File: src/rtl/fnp_pkg.sv
// fnp_pkg: widths, condition codes, control word type and microprogram rom
`timescale 1ns / 1ps

package fnp_pkg;

    // payload widths
    localparam int COUNT_W = 7;
    localparam int PRIME_W = 9;
    localparam int POS_W   = 6;

    // default clip for requests
    localparam int MAX_COUNT_DEF = 64;

    // trial divisor never exceeds 18 for candidates up to 312
    localparam int DIV_W   = 5;
    localparam int SQ_W    = 2 * DIV_W;
    localparam int REM_W   = DIV_W + 1;

    // remainder unit: bits retired per step, steps per remainder
    localparam int DIV_BITS  = 3;
    localparam int DIV_STEPS = PRIME_W / DIV_BITS;

    // step counter
    localparam int PC_W = 4;

    // jump conditions
    localparam logic [2:0] C_ALWAYS   = 3'd0;
    localparam logic [2:0] C_IN_VALID = 3'd1;
    localparam logic [2:0] C_DONE     = 3'd2;
    localparam logic [2:0] C_SQ_GT    = 3'd3;
    localparam logic [2:0] C_REM_Z    = 3'd4;
    localparam logic [2:0] C_OUT_FREE = 3'd5;

    // step addresses
    localparam logic [PC_W-1:0] S_IDLE  = 4'd0;
    localparam logic [PC_W-1:0] S_CAND  = 4'd1;
    localparam logic [PC_W-1:0] S_TEST  = 4'd2;
    localparam logic [PC_W-1:0] S_DIV0  = 4'd3;
    localparam logic [PC_W-1:0] S_DIV1  = 4'd4;
    localparam logic [PC_W-1:0] S_DIV2  = 4'd5;
    localparam logic [PC_W-1:0] S_CHECK = 4'd6;
    localparam logic [PC_W-1:0] S_EMIT  = 4'd7;
    localparam logic [PC_W-1:0] S_NEXT  = 4'd8;

    // datapath operations of one step
    typedef struct packed {
        logic in_rdy;
        logic init_d;
        logic ld_div;
        logic div_step;
        logic inc_d;
        logic emit;
        logic inc_cand;
    } t_ops;

    typedef struct packed {
        logic [2:0]      cond;
        logic [PC_W-1:0] tgt_t;
        logic [PC_W-1:0] tgt_f;
        t_ops            ops;
    } t_cw;

    // qualified strobes from sequencer to datapath
    typedef struct packed {
        logic ld_req;
        logic init_d;
        logic ld_div;
        logic div_step;
        logic inc_d;
        logic emit;
        logic inc_cand;
    } t_ctrl;

    // flags from datapath to sequencer
    typedef struct packed {
        logic done;
        logic sq_gt;
        logic rem_zero;
        logic out_free;
    } t_stat;

    localparam t_ops OPS_NONE = '{default: 1'b0};

    function automatic t_cw rom(input logic [PC_W-1:0] pc);
        t_cw w;
        w = '{cond: C_ALWAYS, tgt_t: S_IDLE, tgt_f: S_IDLE, ops: OPS_NONE};
        case (pc)
            S_IDLE: begin
                w.cond = C_IN_VALID; w.tgt_t = S_CAND; w.tgt_f = S_IDLE;
                w.ops.in_rdy = 1'b1;
            end
            S_CAND: begin
                w.cond = C_DONE; w.tgt_t = S_IDLE; w.tgt_f = S_TEST;
                w.ops.init_d = 1'b1;
            end
            S_TEST: begin
                w.cond = C_SQ_GT; w.tgt_t = S_EMIT; w.tgt_f = S_DIV0;
                w.ops.ld_div = 1'b1;
            end
            S_DIV0: begin
                w.cond = C_ALWAYS; w.tgt_t = S_DIV1; w.tgt_f = S_DIV1;
                w.ops.div_step = 1'b1;
            end
            S_DIV1: begin
                w.cond = C_ALWAYS; w.tgt_t = S_DIV2; w.tgt_f = S_DIV2;
                w.ops.div_step = 1'b1;
            end
            S_DIV2: begin
                w.cond = C_ALWAYS; w.tgt_t = S_CHECK; w.tgt_f = S_CHECK;
                w.ops.div_step = 1'b1;
            end
            S_CHECK: begin
                w.cond = C_REM_Z; w.tgt_t = S_NEXT; w.tgt_f = S_TEST;
                w.ops.inc_d = 1'b1;
            end
            S_EMIT: begin
                w.cond = C_OUT_FREE; w.tgt_t = S_NEXT; w.tgt_f = S_EMIT;
                w.ops.emit = 1'b1;
            end
            S_NEXT: begin
                w.cond = C_ALWAYS; w.tgt_t = S_CAND; w.tgt_f = S_CAND;
                w.ops.inc_cand = 1'b1;
            end
            default: begin
                w.cond = C_ALWAYS; w.tgt_t = S_IDLE; w.tgt_f = S_IDLE;
            end
        endcase
        return w;
    endfunction

endpackage

File: src/rtl/fnp_seq.sv
// fnp_seq: step counter, microprogram fetch and conditional jumps
`timescale 1ns / 1ps

module fnp_seq (
    input  logic                 i_clk,
    input  logic                 i_rst_n,
    input  logic                 i_in_valid,
    input  fnp_pkg::t_stat       i_stat,
    output fnp_pkg::t_ctrl       o_ctrl,
    output logic                 o_in_rdy
);

    logic [fnp_pkg::PC_W-1:0] r_pc;
    logic [fnp_pkg::PC_W-1:0] n_pc;
    fnp_pkg::t_cw             cw;
    logic                     cond_ok;

    assign cw = fnp_pkg::rom(r_pc);

    always_comb begin
        case (cw.cond)
            fnp_pkg::C_ALWAYS:   cond_ok = 1'b1;
            fnp_pkg::C_IN_VALID: cond_ok = i_in_valid;
            fnp_pkg::C_DONE:     cond_ok = i_stat.done;
            fnp_pkg::C_SQ_GT:    cond_ok = i_stat.sq_gt;
            fnp_pkg::C_REM_Z:    cond_ok = i_stat.rem_zero;
            fnp_pkg::C_OUT_FREE: cond_ok = i_stat.out_free;
            default:             cond_ok = 1'b1;
        endcase
        n_pc = cond_ok ? cw.tgt_t : cw.tgt_f;
    end

    // handshake-dependent ops only fire when their beat happens
    always_comb begin
        o_ctrl.ld_req   = cw.ops.in_rdy & i_in_valid;
        o_ctrl.init_d   = cw.ops.init_d;
        o_ctrl.ld_div   = cw.ops.ld_div;
        o_ctrl.div_step = cw.ops.div_step;
        o_ctrl.inc_d    = cw.ops.inc_d;
        o_ctrl.emit     = cw.ops.emit & i_stat.out_free;
        o_ctrl.inc_cand = cw.ops.inc_cand;
    end

    assign o_in_rdy = cw.ops.in_rdy;

    always_ff @(posedge i_clk) begin
        if (!i_rst_n) begin
            r_pc <= fnp_pkg::S_IDLE;
        end else begin
            r_pc <= n_pc;
        end
    end

endmodule

File: src/rtl/fnp_dpath.sv
// fnp_dpath: candidate, divisor, remainder unit, counters and output register
`timescale 1ns / 1ps

module fnp_dpath #(
    parameter int MAX_COUNT = fnp_pkg::MAX_COUNT_DEF
) (
    input  logic                          i_clk,
    input  logic                          i_rst_n,
    input  fnp_pkg::t_ctrl                i_ctrl,
    input  logic [fnp_pkg::COUNT_W-1:0]   i_count,
    input  logic                          i_out_stall,
    output fnp_pkg::t_stat                o_stat,
    output logic                          o_out_valid,
    output logic [fnp_pkg::PRIME_W-1:0]   o_prime,
    output logic [fnp_pkg::POS_W-1:0]     o_position,
    output logic                          o_last
);

    localparam logic [fnp_pkg::COUNT_W-1:0] MAX_C = fnp_pkg::COUNT_W'(MAX_COUNT);

    logic [fnp_pkg::COUNT_W-1:0] r_want;
    logic [fnp_pkg::COUNT_W-1:0] r_found;
    logic [fnp_pkg::PRIME_W-1:0] r_cand;
    logic [fnp_pkg::DIV_W-1:0]   r_d;
    logic [fnp_pkg::PRIME_W-1:0] r_dsh;
    logic [fnp_pkg::REM_W-1:0]   r_rem;
    logic                        r_out_valid;
    logic [fnp_pkg::PRIME_W-1:0] r_prime;
    logic [fnp_pkg::POS_W-1:0]   r_position;
    logic                        r_last;

    logic [fnp_pkg::REM_W-1:0]   n_rem;
    logic [fnp_pkg::PRIME_W-1:0] n_dsh;
    logic [fnp_pkg::SQ_W-1:0]    d_sq;
    logic [fnp_pkg::COUNT_W-1:0] found_p1;
    logic                        out_free;

    // restoring remainder, a few dividend bits per step
    always_comb begin
        logic [fnp_pkg::REM_W-1:0] t;
        t = r_rem;
        for (int k = 0; k < fnp_pkg::DIV_BITS; k++) begin
            t = {t[fnp_pkg::REM_W-2:0], r_dsh[fnp_pkg::PRIME_W-1-k]};
            if (t >= {1'b0, r_d}) begin
                t = t - {1'b0, r_d};
            end
        end
        n_rem = t;
        n_dsh = r_dsh << fnp_pkg::DIV_BITS;
    end

    assign d_sq     = fnp_pkg::SQ_W'(r_d) * fnp_pkg::SQ_W'(r_d);
    assign found_p1 = r_found + 1'b1;
    assign out_free = !r_out_valid || !i_out_stall;

    assign o_stat.done     = (r_found == r_want);
    assign o_stat.sq_gt    = (d_sq > {1'b0, r_cand});
    assign o_stat.rem_zero = (r_rem == '0);
    assign o_stat.out_free = out_free;

    always_ff @(posedge i_clk) begin
        if (i_ctrl.ld_req) begin
            r_want  <= (i_count > MAX_C) ? MAX_C : i_count;
            r_found <= '0;
            r_cand  <= fnp_pkg::PRIME_W'(2);
        end else begin
            if (i_ctrl.emit) begin
                r_found <= found_p1;
            end
            if (i_ctrl.inc_cand) begin
                r_cand <= r_cand + 1'b1;
            end
        end
        if (i_ctrl.init_d) begin
            r_d <= fnp_pkg::DIV_W'(2);
        end else if (i_ctrl.inc_d) begin
            r_d <= r_d + 1'b1;
        end
        if (i_ctrl.ld_div) begin
            r_dsh <= r_cand;
            r_rem <= '0;
        end else if (i_ctrl.div_step) begin
            r_dsh <= n_dsh;
            r_rem <= n_rem;
        end
        if (i_ctrl.emit) begin
            r_prime    <= r_cand;
            r_position <= r_found[fnp_pkg::POS_W-1:0];
            r_last     <= (found_p1 == r_want);
        end
    end

    // output beat valid
    always_ff @(posedge i_clk) begin
        if (!i_rst_n) begin
            r_out_valid <= 1'b0;
        end else if (i_ctrl.emit) begin
            r_out_valid <= 1'b1;
        end else if (!i_out_stall) begin
            r_out_valid <= 1'b0;
        end
    end

    assign o_out_valid = r_out_valid;
    assign o_prime     = r_prime;
    assign o_position  = r_position;
    assign o_last      = r_last;

endmodule

File: src/rtl/first_n_primes_trial_division.sv
// first_n_primes_trial_division: top level, microcoded trial-division prime generator
`timescale 1ns / 1ps

// channel  | handshake               | payload
// ---------+-------------------------+----------------------------------
// request  | i_in_valid / o_in_stall | i_count (7b)
// result   | o_out_valid / i_out_stall | o_prime (9b), o_position (6b), o_last
//
// one request beat yields min(count, MAX_COUNT) result beats, none for a zero count
// each trial remainder passes through five steps of the microprogram (square test,
// three remainder steps of three bits each, zero check)
// a new request is taken only once the previous run has emitted its last prime
// synchronous active-low reset returns the step counter to idle and drops o_out_valid
// a stalled result holds the output register; the program waits in its emit step

module first_n_primes_trial_division #(
    parameter int MAX_COUNT = fnp_pkg::MAX_COUNT_DEF
) (
    input  logic                          i_clk,
    input  logic                          i_rst_n,
    // request channel
    input  logic                          i_in_valid,
    input  logic [fnp_pkg::COUNT_W-1:0]   i_count,
    output logic                          o_in_stall,
    // result channel
    output logic                          o_out_valid,
    output logic [fnp_pkg::PRIME_W-1:0]   o_prime,
    output logic [fnp_pkg::POS_W-1:0]     o_position,
    output logic                          o_last,
    input  logic                          i_out_stall
);

    fnp_pkg::t_ctrl ctrl;
    fnp_pkg::t_stat stat;
    logic           in_rdy;

    // sequencer: step counter plus rom, only the idle step takes a request
    fnp_seq u_seq (
        .i_clk      (i_clk),
        .i_rst_n    (i_rst_n),
        .i_in_valid (i_in_valid),
        .i_stat     (stat),
        .o_ctrl     (ctrl),
        .o_in_rdy   (in_rdy)
    );

    assign o_in_stall = !in_rdy;

    // datapath: candidate/divisor registers, remainder unit, output register
    fnp_dpath #(
        .MAX_COUNT (MAX_COUNT)
    ) u_dpath (
        .i_clk       (i_clk),
        .i_rst_n     (i_rst_n),
        .i_ctrl      (ctrl),
        .i_count     (i_count),
        .i_out_stall (i_out_stall),
        .o_stat      (stat),
        .o_out_valid (o_out_valid),
        .o_prime     (o_prime),
        .o_position  (o_position),
        .o_last      (o_last)
    );

endmodule
File: config.mk
export PLATFORM = sky130hd
export DESIGN_NAME = first_n_primes_trial_division
export DESIGN_NICKNAME = d
export VERILOG_FILES = /design/src/rtl/fnp_pkg.sv /design/src/rtl/fnp_seq.sv /design/src/rtl/fnp_dpath.sv /design/src/rtl/first_n_primes_trial_division.sv
export SDC_FILE = /design/constraint.sdc
export NUM_CORES = 1
export LEC_CHECK = 0
export BUFFER_PORTS_ARGS = -buffer_cell sky130_fd_sc_hd__buf_2
export CAP_MARGIN = 0
export CORE_MARGIN = 1.5
export CORE_UTILIZATION = 30
export DETAILED_ROUTE_END_ITERATION = 8
export GPL_ROUTABILITY_DRIVEN = 0
export GPL_TIMING_DRIVEN = 0
export PLACE_DENSITY = 0.53
export SLEW_MARGIN = 10
export SYNTH_ARGS = -nofsm -noshare
export SYNTH_HDL_FRONTEND = slang
export SYNTH_SLANG_ARGS = --single-unit
File: constraint.sdc
create_clock -name i_clk -period 6.5 [get_ports i_clk]
set_clock_uncertainty 0.1 [all_clocks]
set_input_delay 1.3 -clock i_clk [delete_from_list [all_inputs] [get_ports i_clk]]
set_output_delay 1.3 -clock i_clk [all_outputs]
set_load 0.02 [all_outputs]
### Yosys cells after proc, flatten, opt, wreduce, memory -nomap -nowiden

Index checks and enable logic that the tools add are counted.

* magnitude comparators: 5
* reduce and logical (&&, ||, !) cells: 8
* $mul: 1
* add/sub/neg operators: 6
* muxes and demuxes: 17
* eq/ne operators: 16
* bitwise operators: 2

Operators by type and width (count)
* case mux 11 bit (9 select lines): 1
* >= comparator 6 x 5 -> 1 bit: 3
* 2-to-1 mux 9 bit: 2
* equality test 4 x 3 -> 1 bit (second input constant): 4
* equality test 7 bit: 2
* greater-than comparator 10 x 9 -> 1 bit: 1
* multiplier 5 x 5 -> 10 bit: 1
* 2-to-1 mux 5 bit: 2
* subtractor 5 bit: 2
* adder 9 x 1 -> 9 bit (second input constant): 1
* 2-to-1 mux 1 bit: 9
* equality test 4 x 2 -> 1 bit (second input constant): 2
* adder 7 x 1 -> 7 bit (second input constant): 1
* greater-than comparator 7 bit (second input constant): 1
* equality test 3 x 2 -> 1 bit (second input constant): 2
* equality test 3 bit (second input constant): 2
* zero test 6 bit: 1
* 2-to-1 mux 6 bit: 1
* subtractor 6 x 5 -> 6 bit: 1
* adder 5 x 1 -> 5 bit (second input constant): 1
* case mux 1 bit (5 select lines): 1
* equality test 4 x 1 -> 1 bit (second input constant): 1
* equality test 4 bit (second input constant): 1
* zero test 4 bit: 1
* 8 further kinds: 11

* flip-flop bits (word level): 64
* output and inout port bits: 18
* word-level logic and storage cells: 66

### Logic depth before layout (Yosys ltp)

* depth after elaboration: 6
* depth in mapped cells: 21
* gate-level depth less buffers: 21

### Hierarchy

From an unflattened synthesis, not the netlist that was laid out.

* cells, all modules: 430
* area total of the unflattened synthesis: 4242.8 sq um

By module, submodules not included
* fnp_dpath: cells an instance 382, sequential area each 1521.5 sq um, area each 3834.9 sq um, instances 1
* fnp_seq: cells an instance 47, sequential area each 80.1 sq um, area each 404.1 sq um, instances 1
* first_n_primes_trial_division: cells an instance 1, sequential area each 0.0 sq um, area each 3.8 sq um, instances 1

### Worst setup path before layout

Ideal clock, no wire load.

* path kind: register to register
* start: register u_dpath.r_d[0] (netlist bit)
* end: register u_dpath.r_rem[2] (netlist bit)
* setup time: 116 ps
* clock period less this slack: 4631 ps
* cell stages (with the launch flop): 21
* arrival time: 4415 ps
* setup slack: 1869 ps
* required time: 6284 ps
* path buffers: 0
* cells stage by stage: dfxtp_1 ha_1 inv_1 fa_1 and3_4 o21ai_1 nand2_1 a21oi_1 ha_1 and3_1 a31oi_1 o31ai_2 nor2_1 mux2_2 ha_1 a21oi_1 o211ai_1 a21oi_2 o31ai_1 a31o_1 a41o_1

* cells in the longest elaborated chain, start to end: 6
* elaborated cells on any way between the ends: 9
* those cells by class: add/sub: 3; order compare: 3; mux: 3

RTL lines
* start: declaration: RTL line fnp_dpath.sv:24 `logic [fnp_pkg::DIV_W-1:0] r_d;`
* start signal: assignment: RTL line fnp_dpath.sv:75 `r_d <= fnp_pkg::DIV_W'(2);`
* start signal: assignment: RTL line fnp_dpath.sv:77 `r_d <= r_d + 1'b1;`
* subtractor 5 bit or >= comparator 6 x 5 -> 1 bit (tied branches): RTL line fnp_dpath.sv:45, fnp_dpath.sv:44
* 2-to-1 mux 5 bit: RTL line fnp_dpath.sv:44 `if (t >= {1'b0, r_d}) begin`
* subtractor 5 bit or >= comparator 6 x 5 -> 1 bit (tied branches): RTL line fnp_dpath.sv:45, fnp_dpath.sv:44
* 2-to-1 mux 5 bit: RTL line fnp_dpath.sv:44
* subtractor 6 x 5 -> 6 bit or >= comparator 6 x 5 -> 1 bit (tied branches): RTL line fnp_dpath.sv:45, fnp_dpath.sv:44
* 2-to-1 mux 6 bit (*): RTL line fnp_dpath.sv:44
* end signal: assignment: RTL line fnp_dpath.sv:84 `r_rem <= n_rem;`
* end: declaration: RTL line fnp_dpath.sv:26 `logic [fnp_pkg::REM_W-1:0] r_rem;`

Every way passes the cells marked *; elsewhere a longest branch is shown, timed or not.
A chain may end at the register's enable or synchronous reset.

### Worst setup path in the final report

* start: register u_dpath.r_d[2] (netlist bit)
* end: register u_dpath.r_rem[2] (netlist bit)

* cells in the longest elaborated chain, start to end: 6
* elaborated cells on any way between the ends: 9
* those cells by class: add/sub: 3; order compare: 3; mux: 3

RTL lines (RTL line)
* subtractor 5 bit or >= comparator 6 x 5 -> 1 bit (tied branches): fnp_dpath.sv:45, fnp_dpath.sv:44
* 2-to-1 mux 5 bit: fnp_dpath.sv:44
* >= comparator 6 x 5 -> 1 bit or subtractor 5 bit (tied branches): fnp_dpath.sv:44, fnp_dpath.sv:45
* 2-to-1 mux 5 bit: fnp_dpath.sv:44
* subtractor 6 x 5 -> 6 bit or >= comparator 6 x 5 -> 1 bit (tied branches): fnp_dpath.sv:45, fnp_dpath.sv:44
* 2-to-1 mux 6 bit (*): fnp_dpath.sv:44

Marks and branches as above.

==> summary.txt <==
Status
  • Outcome: finished clean

Route
  • First-pass DRT Iterations: 4
  • Wire length per cell: 14.0 µm
  • Number of design-rule violations left by the first detailed-router iteration: 194
  • Number of remaining DRC errors: 0
  • Total wirelength of the detailed-routed design: 9570 µm
  • Via-per-instance ratio: 4.98
  • Final ANT Viol Nets: 0
  • Total via count after detailed routing: roughly 3400

Place
  • Port Buf Inserts: 28
  • Detail Placement HPWL: 7190 µm
  • Placement Setup Slack: 1.02 ns

Power
  • Combinational group share of total power: 63.0%
  • Fraction of power consumed by the clock network: 17.2%
  • Part of the total power dissipated in sequential elements: 19.8%
  • Cell area power density: 580 nW/µm²
  • Leakage power total: just under 2 nW
  • Cell Int Power: 0.00150 W
  • Largest voltage drop on the vdd net: 0.232 mV
  • Sw frac: 47.1%
  • Net switching power figure: 0.00134 W

Synthesis
  • Netlist Area Pre-Place: ~4200 µm²
  • Portion of the post-synthesis area used by sequential elements: 37.9%
  • Number of flops mapped to enable cells by yosys: 32
  • Number of different library cells in the post-synthesis netlist: 56
  • Share of flip-flops with an asynchronous set or reset after synthesis: 0%
  • Proportion of netlist area held by the largest area contributor: 22.7%
  • Largest cells by area after synthesis: sky130_fd_sc_hd__edfxtp_1, sky130_fd_sc_hd__dfxtp_1, sky130_fd_sc_hd__ha_1, sky130_fd_sc_hd__xnor2_1, sky130_fd_sc_hd__a21oi_1
  • Cell accounting for the most synthesized area: sky130_fd_sc_hd__edfxtp_1
  • Warnings from Yosys: 0
  • Leading cell types by count after synthesis: sky130_fd_sc_hd__nor2_1, sky130_fd_sc_hd__ha_1, sky130_fd_sc_hd__nand2_1
  • Most used flip-flop cell after synthesis: sky130_fd_sc_hd__edfxtp_1
  • Register bit total from synthesis: 64
  • Post-Synthesis Mean Instance Area: 9.16 µm²
  • Gate count of the mapped netlist: 461
  • Synthesized netlist net count: 515
  • Most frequent cell after synthesis: sky130_fd_sc_hd__nor2_1

Setup path
  • Critical path endpoint category: register
  • Buffer and inverter count on the worst path: 1
  • CP max-delay cell: sky130_fd_sc_hd__ha_1
  • Worst setup path class: register to register
  • Crit path cell chain: clkinv_1, ha_1, and4_4, a21boi_1, nand2_1, a21oi_1, ha_1, and3_1, a31oi_1, o31ai_2, nor2_1, mux2_2, ha_1, a21oi_1, o211ai_1, a21oi_2, o31ai_1, a31o_1, a41o_1
  • Data required time of the worst path: 6.62 ns
  • Highest fanout seen on the critical path: 11
  • Arr. time, crit path: 5.73 ns
  • Most used cell, CP: sky130_fd_sc_hd__ha_1
  • Startpoint Class: register
  • Maximum single-stage delay on the critical path: 0.52 ns
  • Top delay family on crit path: compound AO/OA/AOI/OAI gates

Finish
  • Final nets: 554
  • Share of final-layout standard cells stronger than drive strength 1: 11.5%
  • Number of diodes added for antenna fixing: 0
  • Fillcell total: 1405
  • Area growth from synthesis to layout: 15.8%

Clock tree
  • Num CTS Buffers: 9
  • Number of buffers inserted to repair setup after CTS: 0
  • Reg clk slew, reported paths: 0.06 ns
  • Clock tree from TritonCTS: done
  • Total clock sinks: 64
  • H-tree levels: 3
  • Latest clock arrival within the worst-skew pair: 0.33 ns
  • Count of hold-fix buffers inserted at cts: 0
  • Post-CTS sizing: 0
  • Root buffer cell: sky130_fd_sc_hd__clkbuf_16
  • Worst-case clock buffer depth: 2

Die
  • Area of the die: approximately 15000 µm²
  • IO Pins: 29
  • Starting density of the core: 30.5%
  • Core Area: 13800 µm²
  • Floorplan die width: 122 µm
  • Height of the die: 122 µm
  • Row Count: 43

STA
  • Final setup violating endpoints: 0
  • Fin. Hold Viols: 0
  • Crit share post-route: 86.4%
  • Worst-Margin Slew: 0.842 ns
  • Final Max Slew Viols: 0
  • Setup repair after global routing missed its margin: false
  • Maximum frequency from static timing analysis: 178 MHz
  • Worst slew margin relative to its limit: 43.4%
  • Worst path setup slack after routing: 0.887 ns
  • Sum Neg Setup Slack: 0 ns
  • Min Clock Period, post-route: 5.61 ns

Global routing
  • Maximum number of pins on one net before global-route repair: 21
  • Number of global-route vias before repair: 3239
  • Aggregate global routing overflow: 0
  • First-pass GRT wire length: 15600 µm
  • GRT Resource Usage Total: 13.5%
  • Initial antenna violation count: 0

Run
  • Total of max-cap violations: 0

Min path
  • Min-Delay Path Class: register to register
==> sequential cells by signal, summed over array words and instances, names as in the netlist, 4 cells and up <==
name and count:
u_dpath.r_rem 6, u_dpath.r_found 7, u_dpath.r_cand 9, u_seq.r_pc 4
u_dpath.o_position 6, u_dpath.r_d 5, u_dpath.o_prime 9, u_dpath.r_dsh 9
u_dpath.r_want 7
==> path summary, 6_finish.rpt <==
path	start	to	slack, ns	cells after the start
worst min register to register	u_dpath.r_cand[4]	u_dpath.o_prime[4]	0.36	0
worst max-delay path	u_dpath.r_d[2]	u_dpath.r_rem[2]	0.89	19
worst max register to register	u_dpath.r_d[2]	u_dpath.r_rem[2]	0.89	19
worst min-delay path	u_dpath.r_cand[4]	u_dpath.o_prime[4]	0.36	0
==> metrics by stage <==
stage	hold WS (ns)	instance area (µm²)	power (W)	util, %	cells
3_5_place_dp	0.333	4590	0.00232	33.2	669
6_report	0.360	4890	0.00284	35.4	685
5_1_grt	0.369	4890	0.00307	35.4	685
3_3_place_gp	0.341	4590	0.00229	33.2	669
2_1_floorplan	0.308	4220	0.00194	-	461
4_1_cts	0.359	4890	0.00283	35.4	685
==> power by group through the flow <==
stage	registers, W	clock network, W	logic [W]
final	0.000562	0.000487	0.00179
after detailed placement	0.000571	0	0.00175
after floorplan	0.000551	0	0.00139
after global routing	0.000570	0.000514	0.00199
after CTS	0.000563	0.000500	0.00176
after global placement	0.000570	0	0.00172
==> logic make-up (layout without fill, tap and decap cells) <==
group	Yosys count	count (layout)	synth area share [%]
AND/OR/NAND/NOR	170	170	20.1
multiplexers	2	2	0.533
AO/OA/AOI/OAI	102	102	15.8
adder cells (fa/ha/maj)	43	43	13.8
XOR/XNOR	38	38	7.88
flip-flops	64	64	37.9
buffers and inverters	42	86	3.91
==> cell usage in the layout, fill, tap and decap left out, types with 7 or more instances in the layout <==
cell	Yosys	routed
sky130_fd_sc_hd__edfxtp_1	32	32
sky130_fd_sc_hd__nand2_1	37	37
sky130_fd_sc_hd__nor4_1	7	7
sky130_fd_sc_hd__nor2b_1	12	12
sky130_fd_sc_hd__nand3_1	19	19
sky130_fd_sc_hd__ha_1	37	37
sky130_fd_sc_hd__dfxtp_1	32	32
sky130_fd_sc_hd__xnor2_1	28	28
sky130_fd_sc_hd__o21ai_0	22	22
sky130_fd_sc_hd__a21oi_1	29	29
sky130_fd_sc_hd__inv_1	31	31
sky130_fd_sc_hd__clkbuf_1	9	9
sky130_fd_sc_hd__nand4_1	7	7
sky130_fd_sc_hd__and3_1	8	8
sky130_fd_sc_hd__xor2_1	10	10
sky130_fd_sc_hd__clkbuf_16	0	9
sky130_fd_sc_hd__and2_1	8	8
sky130_fd_sc_hd__buf_2	0	28
sky130_fd_sc_hd__nor2_1	38	38
sky130_fd_sc_hd__nor3_1	15	15
==> routing by layer <==
metal | vias up | global-route usage, % | routed length (µm)
li1 | 1745 | - | -
met1 | 1582 | 17.7 | 4690
met2 | 74 | 21.8 | 4400
met3 | 13 | 3.14 | 337
met4 | 0 | 4.49 | 140
met5 | - | 0 | 0
==> layout make-up <==
cell class / instances / area [µm²] / area share (%)
Buffer: 10 / 45.0 / 0.921
Clock inverter: 7 / 77.6 / 1.59
Clock buffer: 9 / 225 / 4.60
Inverter: 32 / 120 / 2.46
Sequential cell: 64 / 1600 / 32.7
Timing Repair Buffer: 28 / 140 / 2.86
Tap cell: 180 / 225 / 4.60
Multi-Input combinational cell: 355 / 2460 / 50.2
Note: power is estimated with default switching activity, not from simulation.
